File: src/hdl/wsfs_pkg.sv
// ----------------------------------------------------------------------------
// wsfs_pkg
// Shared types, register map and constants of the windowed sinusoid field
// source: configuration struct, side-band struct, Taylor coefficients.
// ----------------------------------------------------------------------------
package wsfs_pkg;

   // field component codes
   typedef enum logic [2:0] {
      KIND_DX = 3'd0,
      KIND_DY = 3'd1,
      KIND_DZ = 3'd2,
      KIND_BX = 3'd3,
      KIND_BY = 3'd4,
      KIND_BZ = 3'd5
   } kind_type;

   // register map, byte address = 4 * index
   typedef enum logic [2:0] {
      REG_AMP_X         = 3'd0,
      REG_AMP_Y         = 3'd1,
      REG_STEP_X_NORM   = 3'd2,
      REG_STEP_Y_NORM   = 3'd3,
      REG_CENTER_X_NORM = 3'd4,
      REG_CENTER_Y_NORM = 3'd5,
      REG_PULSE_STEP    = 3'd6,
      REG_CARRIER_STEP  = 3'd7
   } reg_index_type;

   localparam int CSR_ADDR_BITS = 5;

   typedef struct packed {
      logic [15:0] amp_x;
      logic [15:0] amp_y;
      logic [31:0] step_x_norm;
      logic [31:0] step_y_norm;
      logic [31:0] center_x_norm;
      logic [31:0] center_y_norm;
      logic [31:0] pulse_phase_step;
      logic [31:0] carrier_phase_step;
   } cfg_type;

   // per-request side band carried alongside the radius path
   typedef struct packed {
      logic        is_dx;
      logic        zero;
      logic [31:0] tphase;
      logic [31:0] cphase;
   } side_type;

   typedef struct packed {
      logic is_dx;
      logic zero;
   } tag_type;

   localparam int POS_BITS       = 17;
   localparam int R2_BITS        = 2 * POS_BITS;
   localparam int SQRT_STEPS     = POS_BITS;
   localparam int SQRT_PER_STAGE = 3;
   localparam int SQRT_STAGES    = (SQRT_STEPS + SQRT_PER_STAGE - 1) / SQRT_PER_STAGE;
   localparam int COS_STAGES     = 9;

   // 2*pi in Q3.30
   localparam logic [32:0] TWO_PI_Q30 = 33'd6746518852;

   // Horner coefficients, Q1.30, integer-truncated 1/n!
   function automatic logic [30:0] horner_coef(input logic sin_sel, input logic [2:0] idx);
      logic [30:0] c;
      c = 31'd0;
      case (idx)
         3'd0:    c = sin_sel ? 31'd2958      : 31'd26630;
         3'd1:    c = sin_sel ? 31'd213044    : 31'd1491308;
         3'd2:    c = sin_sel ? 31'd8947848   : 31'd44739242;
         3'd3:    c = sin_sel ? 31'd178956970 : 31'd536870912;
         3'd4:    c = 31'd1073741824;
         default: c = 31'd0;
      endcase
      return c;
   endfunction

endpackage

File: src/hdl/wsfs_isqrt.sv
// ----------------------------------------------------------------------------
// wsfs_isqrt
// Pipelined digit-by-digit integer square root, floor(sqrt(radicand)).
// Three root bits are resolved per register stage, two in the last one.
// ----------------------------------------------------------------------------
module wsfs_isqrt (
   input  logic                             clock,
   input  logic                             en,
   input  logic [wsfs_pkg::R2_BITS-1:0]     radicand,
   output logic [wsfs_pkg::POS_BITS-1:0]    root
);

   localparam int NB  = wsfs_pkg::R2_BITS;
   localparam int RB  = wsfs_pkg::POS_BITS;
   localparam int WB  = RB + 4;
   localparam int NST = wsfs_pkg::SQRT_STAGES;
   localparam int PER = wsfs_pkg::SQRT_PER_STAGE;

   logic [WB-1:0] rem_ff  [NST];
   logic [RB-1:0] root_ff [NST];
   logic [NB-1:0] rad_ff  [NST];

   for (genvar s = 0; s < NST; s++) begin : g_stage
      logic [WB-1:0] rem_w, trial;
      logic [RB-1:0] root_w;
      logic [NB-1:0] rad_w;

      always_comb begin
         if (s == 0) begin
            rem_w  = '0;
            root_w = '0;
            rad_w  = radicand;
         end else begin
            rem_w  = rem_ff[(s == 0) ? 0 : s-1];
            root_w = root_ff[(s == 0) ? 0 : s-1];
            rad_w  = rad_ff[(s == 0) ? 0 : s-1];
         end
         trial = '0;
         for (int j = 0; j < PER; j++) begin
            if (s * PER + j < wsfs_pkg::SQRT_STEPS) begin
               rem_w = {rem_w[WB-3:0], rad_w[NB-1:NB-2]};
               rad_w = {rad_w[NB-3:0], 2'b00};
               trial = WB'({root_w, 2'b01});
               if (rem_w >= trial) begin
                  rem_w  = rem_w - trial;
                  root_w = {root_w[RB-2:0], 1'b1};
               end else begin
                  root_w = {root_w[RB-2:0], 1'b0};
               end
            end
         end
      end

      always_ff @(posedge clock) begin
         if (en) begin
            rem_ff[s]  <= rem_w;
            root_ff[s] <= root_w;
            rad_ff[s]  <= rad_w;
         end
      end
   end

   assign root = root_ff[NST-1];

endmodule

File: config.mk
export PLATFORM = sky130hd
export DESIGN_NAME = wsfs_isqrt
export DESIGN_NICKNAME = d
export VERILOG_FILES = /design/src/hdl/wsfs_pkg.sv /design/src/hdl/wsfs_isqrt.sv
export SDC_FILE = /design/constraint.sdc
export NUM_CORES = 1
export LEC_CHECK = 0
export BUFFER_PORTS_ARGS = -buffer_cell sky130_fd_sc_hd__buf_2
export CORE_ASPECT_RATIO = 1.75
export CORE_MARGIN = 2
export CORE_UTILIZATION = 53
export CTS_CLUSTER_SIZE = 16
export DETAILED_ROUTE_END_ITERATION = 8
export PLACE_DENSITY = 0.69
export SYNTH_ARGS = -nofsm -noshare
export SYNTH_HDL_FRONTEND = slang
export SYNTH_SLANG_ARGS = --single-unit
File: constraint.sdc
create_clock -name clock -period 15.5 [get_ports clock]
set_clock_uncertainty 0.15 [all_clocks]
set_input_delay 2.325 -clock clock [delete_from_list [all_inputs] [get_ports clock]]
set_output_delay 2.325 -clock clock [all_outputs]
set_load 0.05 [all_outputs]
Word level (Yosys, flattened, before mapping)
Memories as Yosys holds them, arrays and structs flattened.
Cells that the tools add are included.
{"block": "classes", "addsub": 17, "multipliers": 0, "div": 0, "n_lt_le_gt_ge": 17, "n_eq_ne": 0, "n_shift": 0, "mux": 36, "bitwise": 0, "n_reduce_logical": 0}
{"op": "$ge 21x19->1", "count": 14}
{"op": "$mux 19", "count": 11}
{"op": "$sub 19x19->19", "count": 9}
{"op": "$mux 21", "count": 6}
{"op": "$sub 21x19->21", "count": 5}
{"op": "$ge 21x3->1", "count": 1}
{"op": "$ge 21x4->1", "count": 1}
{"op": "$sub 21x4->21", "count": 1}
{"op": "$mux 1", "count": 19}
{"op": "$sub 19x3->19", "count": 1}
{"op": "$sub 2x1->3 const B", "count": 1}
{"op": "$ge 2x1->1 const B", "count": 1}
{"block": "totals", "reg_bits": 0, "latchBits": 0, "ram_bits": 408, "romBits": 0, "in_bits": 36, "mem_count": 3}
{"memory": "rad_ff", "words": 6, "width": 30, "read_ports": 5, "rd_ports_with_merged_regs": 0, "write_ports": 6, "line_no": "wsfs_isqrt.sv:21", "text": "logic [NB-1:0] rad_ff [NST];"}
{"memory": "rem_ff", "words": 6, "width": 21, "read_ports": 5, "rd_ports_with_merged_regs": 0, "write_ports": 6, "line_no": "wsfs_isqrt.sv:19", "text": "logic [WB-1:0] rem_ff [NST];"}
{"memory": "root_ff", "words": 6, "width": 17, "read_ports": 6, "rd_ports_with_merged_regs": 0, "write_ports": 6, "line_no": "wsfs_isqrt.sv:20", "text": "logic [RB-1:0] root_ff [NST];"}

Logic depth before layout (Yosys ltp)
Gate-level depths: netlist of run 1.
An unclocked memory read counts as a cell.
{"block": "logic_depth", "word_depth": 7, "depth_mapped": 39, "depth_no_buf": 34}

Worst setup path before layout of run 1
Ideal clock, no wire load.
{"block": "synth_path", "kind": "flip-flop to flip-flop", "from": "memory root_ff[3][11] in the netlist's numbering", "to": "memory rem_ff[4][15] in the netlist's numbering (data pin)", "setup_time_ns": 0.260, "arrival_ns": 8.136, "required_time_ns": 15.090, "slack_ns": 6.954, "stages_incl_launch_ff": 36, "path_cell_list": "edfxtp_1 > inv_1 > ha_1 > or2_2 > or3_1 > nor3_1 > nand2_1 > inv_1 > clkbuf_1 > o21ai_0 > ha_1 > and4_1 > and2_1 > and3_1 > nand3_1 > o21ai_0 > o41ai_1 > nand2_1 > clkbuf_1 > nor2_1 > a21oi_1 > ha_1 > clkbuf_1 > a21o_1 > a21o_1 > a21o_1 > a21o_1 > a21o_1 > a221o_1 > a21oi_1 > o21ai_0 > a211oi_1 > and2_1 > nand3_1 > clkbuf_1 > mux2_2"}
{"item": "start, declared", "line_no": "wsfs_isqrt.sv:20"}
{"item": "end, declared", "line_no": "wsfs_isqrt.sv:19"}

==> results.cfg, run 1 <==
[timing]
fmax_ghz = 0.0905
fin_setup_tns_ns = 0
finalHoldViolCount = 0
layout_setup_ws_ns = 4.45
final.period_utilization_pct = 71.3
slew_headroom_pct = 18.7
slew_viol_final = 0
period_needed_ns = 11.05
finalSetupViolations = 0
rsz0062_at_grt = no
tightest_slew_ns = 1.20
fin_hold_ws_ns = 0.262

[clock_tree]
cts_tree = done
clkSinkCount = 237
cts.repair.resized = 0
root_buffer = clkbuf_16
clk_latency_ns = 0.54
htree_num_levels = 1
clkTransAtPathRegs_ns = 0.07
cts_setup_buffers = 0
holdBufCountCts = 0
cts.path.max_buffers = 3
numCtsBuffers = 23

[drt]
routed_wl_um = 58100
firstDrtPassIters = 5
vias_per_cell = 6.29
drc_errors = 0
wl_per_cell_um = 22.1
drt_iter0_markers = 905
via_count = 16545
ant_nets = 0

[logic_synthesis]
ys_seq_elements = 237
yosysWarningCount = 0
yosysSeqAreaShare_pct = 36.3
synth_cells = 2110
synthTopCellsByArea = edfxtp_1 36%, ha_1 11%, xnor2_1 4.8%
synthDistinctLibCells = 103
synth.top_cell.area_share_pct = 36.3
synthFlopType = edfxtp_1
synth_edf_count = 237
synth.largest_area_cell = edfxtp_1
syn_area_um2 = 19600
avgSynthCellArea_um2 = 9.29
async_flop_share_pct = 0

[hold_path]
hold_path.class = reg -> reg
hold_end = rad_ff[1][26]$_DFFE_PP_
whs_path_depth = 0
hp-start = rad_ff[0][20]$_DFFE_PP_

[power_and_ir_drop]
finalPower_mw = 3.58
power.density_nw_per_um2 = 170
p_leak_nw = 8.53
vdd_drop_max_v = 0.000120

[die]
core_area_um2 = 36700
start_util_pct = 53.5
rows = 93
die_w_um = 149
io_pins = 53
dieArea_um2 = 38600
dieHeight_um = 258

[worst_setup_path]
crit_required_ns = 15.64
r2r-end = rem_ff[4][8]$_DFFE_PP_
timing.rr.start = root_ff[3][6]$_DFFE_PP_
cpPeakStageDelay_ns = 0.77
r2r_slack_ns = 4.45
start_kind = flip-flop
path_common_cell = a21o_1
path_class = reg -> reg
slowest_stage = a221oi_1
r2r_cells = 33
cp.arrival_ns = 11.19
cp-end-kind = flip-flop
crit_path_max_fanout = 25

[cells_and_area]
nets = 2348
finalInstanceArea_um2 = 21000
final.fill_count = 3314
multiInputGateArea_um2 = 11800
layout-drive-gt1-share_pct = 8.25
regArea_um2 = 7120
n_antenna_cell = 0
syn_to_final_growth_pct = 7.36

[grt]
antenna_found_initial = 0
grt_pass1_wl_um = 89100
grt_use_total_pct = 29.9
grt_pass1_vias = 16516
overflow = 0
grt_max_degree = 84

[run]
max-cap-violations = 0

[placement]
place_ws_ns = 4.61
io_buffers = 52
hpwl_um = 46300
place_area_um2 = 20300
place.gp.congestion = 0.954

[status]
outcome = finished, final reports clean
flip-flops by register name (all words and copies together), names as in the netlist:
signal	cells
root_ff	62
rad_ff	80
rem_ff	95
through the flow:
step           cells  util, %
2_1_floorplan   2112        -
3_3_place_gp    2593     55.4
3_5_place_dp    2593     55.4
4_1_cts         2632     57.4
5_1_grt         2632     57.4
6_report        2632     57.4
placed cells by master, fill, tap and decap left out, types with 42 or more instances in the layout:
master / Yosys / routed
edfxtp_1: 237 / 237
a21oi_1: 183 / 183
nor2_1: 175 / 175
ha_1: 169 / 169
nand2_1: 164 / 164
inv_1: 120 / 120
xnor2_1: 107 / 107
o21ai_0: 106 / 106
xor2_1: 69 / 69
nor3_1: 67 / 67
a21o_1: 57 / 57
buf_2: 5 / 51
nand3_1: 49 / 49
nand2b_1: 42 / 42
cell type report:
type,count,share of cell area (%)
clock inverter,15,0.838
sequential,237,33.8
timing repair buffer,58,1.50
inverter,124,2.22
tap,475,2.82
clock buffer,24,2.75
multi-input combinational,1699,56.1
worst max-delay path by stage:
stage	startpoint	to	slack [ns]	depth (start not counted)
global placement	root_ff[3][6]$_DFFE_PP_	rem_ff[4][5]$_DFFE_PP_	4.73	33
floorplan	root_ff[3][11]$_DFFE_PP_	rem_ff[4][15]$_DFFE_PP_	6.95	35
detailed placement	root_ff[3][6]$_DFFE_PP_	rem_ff[4][11]$_DFFE_PP_	4.61	33
finish	root_ff[3][6]$_DFFE_PP_	rem_ff[4][8]$_DFFE_PP_	4.45	33
global route	root_ff[3][6]$_DFFE_PP_	rem_ff[4][5]$_DFFE_PP_	3.74	33
CTS	root_ff[3][6]$_DFFE_PP_	rem_ff[4][11]$_DFFE_PP_	4.58	33
critical path: cells and delay by family, from the launching register on:
kind                       cells  cell delay, ns
AOI/OAI and AO/OA             14            3.98
and+or+nand+nor               12            3.70
adders and majority gates      3            1.09
buffers and inverters          3            0.91
muxes                          1            0.58
DFF                            1            0.35
synth_stat cells (10+ instances only):
cell type / instances
a211o_1: 10
a211oi_1: 28
a21o_1: 57
a21oi_1: 183
a31oi_1: 17
and2_1: 17
and3_1: 26
clkbuf_1: 39
edfxtp_1: 237
ha_1: 169
inv_1: 120
mux2_2: 21
mux2i_1: 16
nand2_1: 164
nand2b_1: 42
nand3_1: 49
nand4_1: 22
nor2_1: 175
nor2b_1: 19
nor3_1: 67
nor4_1: 23
o211ai_1: 13
o21a_1: 22
o21ai_0: 106
o21bai_1: 11
o31ai_1: 21
or2_2: 17
or3_1: 24
or4_1: 13
xnor2_1: 107
xor2_1: 69
power breakdown:
group / internal (mW) / switching [mW] / leakage (nW)
combinational: 0.790 / 1.23 / 5.90
sequential: 0.885 / 0.0977 / 2.26
clock: 0.325 / 0.251 / 0.365
total: 2.00 / 1.58 / 8.53
routing by layer:
metal | GRT usage (%) | wire [um] | up-vias
met2 | 57.9 | 31800 | 473
li1 | - | - | 7988
met4 | 23.4 | 5260 | 0
met5 | 0 | 0 | -
met1 | 27.4 | 19000 | 7854
met3 | 3.43 | 2000 | 230
cells by family (layout without fill, tap and decap cells):
group	after synthesis	count (layout)	share of synthesized area, %
other cells	1	3	0.0191
compound gates	584	584	19.7
simple gates	728	728	19.6
flops	237	237	36.3
mux	39	39	2.20
fa+ha+maj	169	169	10.8
buf+inv	176	221	3.56
xor+xnor	176	176	7.86
Note: power is estimated with default switching activity, not from simulation.
==> run 2: changes to the inputs <==
- clock period: 15.5 -> 10.2 ns (I/O delays scaled with it)
==> results.cfg, run 2 (synthesis results as in run 1) <==
[clock_tree]
clkSinkCount = 237
root_buffer = clkbuf_16
clkTransAtPathRegs_ns = 0.08
clk_latency_ns = 0.58
holdBufCountCts = 0
cts.path.max_buffers = 3
htree_num_levels = 1
numCtsBuffers = 23
cts_tree = done

[grt]
grt_max_degree = 85
grt_use_total_pct = 29.4
overflow = 0
grt_pass1_wl_um = 88400
antenna_found_initial = 0
grt_pass1_vias = 16527

[cells_and_area]
nets = 2354
multiInputGateArea_um2 = 11800
syn_to_final_growth_pct = 7.72
final_common_cell = edfxtp_1
top_register = rem_ff
regArea_um2 = 7120
n_antenna_cell = 0
layout-drive-gt1-share_pct = 8.59
reg_top3 = rem_ff (95), rad_ff (80), root_ff (62)
final.fill_count = 3273
layout_common_cells = 237 x edfxtp_1, 183 x a21oi_1, 175 x nor2_1
largest_register_ffs = 95
final_cells = 2640
finalInstanceArea_um2 = 21100
utilization_pct = 57.6

[power_and_ir_drop]
finalPower_mw = 5.40
vdd_drop_max_v = 0.000261
power.density_nw_per_um2 = 256
p_leak_nw = 8.56

[die]
start_util_pct = 53.5
dieHeight_um = 258
core_area_um2 = 36700
die_w_um = 149
io_pins = 53
dieArea_um2 = 38600
rows = 93

[placement]
hpwl_um = 45300
place_ws_ns = 0.733
place.gp.congestion = 0.981
place_area_um2 = 20300
io_buffers = 52
placedCellCount = 2598

[drt]
wl_per_cell_um = 21.5
firstDrtPassIters = 7
vias_per_cell = 6.27
via_count = 16564
routed_wl_um = 56800
drc_errors = 0
ant_nets = 0
drt_iter0_markers = 862

[worst_setup_path]
crit_path_max_fanout = 18
cp-end-kind = flip-flop
start_kind = flip-flop
slowest_stage = nor3_1
path_common_cell = a21o_1
crit_required_ns = 10.37
cpPeakStageDelay_ns = 0.59
cp.arrival_ns = 9.60
path_class = reg -> reg

[hold_path]
hold_path.class = reg -> reg

[timing]
final.period_utilization_pct = 92.4
rsz0062_at_grt = no
slew_headroom_pct = 14.6
layout_setup_ws_ns = 0.778
fin_setup_tns_ns = 0
fin_hold_ws_ns = 0.267
finalHoldViolCount = 0
tightest_slew_ns = 1.26
slew_viol_final = 0
period_needed_ns = 9.42
finalSetupViolations = 0
fmax_ghz = 0.106

[run]
max-cap-violations = 0

[status]
outcome = finished, final reports clean
==> run 2: changes by cell type in the layout (fill, tap and decap cells not counted), sizes merged <==
cell      before  now
buf           58   64
inv          128  127
clkbuf        24   26
clkinv         6    8
clkinvlp       2    1
==> run 2: routing by layer <==
metal | global-route usage [%] | wire length (um)
met5 | 0 | 0
met4 | 21.2 | 4660
met3 | 3.05 | 1930
met2 | 56.1 | 30800
met1 | 28.6 | 19500
==> run 2: timing repair <==
action	in CTS	in global routing
setup buffers	0	1
resized for setup	0	1
endpoints found under the setup margin	0	13
==> run 2: area by class of cell <==
| class | count | area share, % |
|---|---|---|
| Multi-Input combinational cell | 1699 | 55.9 |
| Sequential cell | 237 | 33.7 |
| Tap cell | 475 | 2.81 |
| Clock buffer | 26 | 2.78 |
| Inverter | 124 | 2.23 |
| Timing Repair Buffer | 64 | 1.71 |
| Clock inverter | 15 | 0.907 |
==> run 2: critical path, delay by kind of cell (launching register included) <==
kind	cells	cell delay (ns)
simple gates	14	3.93
compound gates	11	2.47
fa+ha+maj	3	1.07
buf+inv	3	0.87
flops	1	0.36
mux	1	0.29
==> run 2: power breakdown <==
group	leakage (nW)	switching (mW)	internal (mW)
registers	2.26	0.167	1.35
clock network	0.383	0.400	0.502
logic	5.92	1.79	1.20
==> run 2: final timing paths <==
check | startpoint | endpoint | slack (ns) | depth (start not counted)
worst max register to register | root_ff[3][11]$_DFFE_PP_ | rem_ff[4][8]$_DFFE_PP_ | 0.78 | 32
worst max-delay path | root_ff[3][11]$_DFFE_PP_ | rem_ff[4][8]$_DFFE_PP_ | 0.78 | 32
worst min-delay path | rad_ff[1][21]$_DFFE_PP_ | rad_ff[2][27]$_DFFE_PP_ | 0.27 | 0
worst min register to register | rad_ff[1][21]$_DFFE_PP_ | rad_ff[2][27]$_DFFE_PP_ | 0.27 | 0
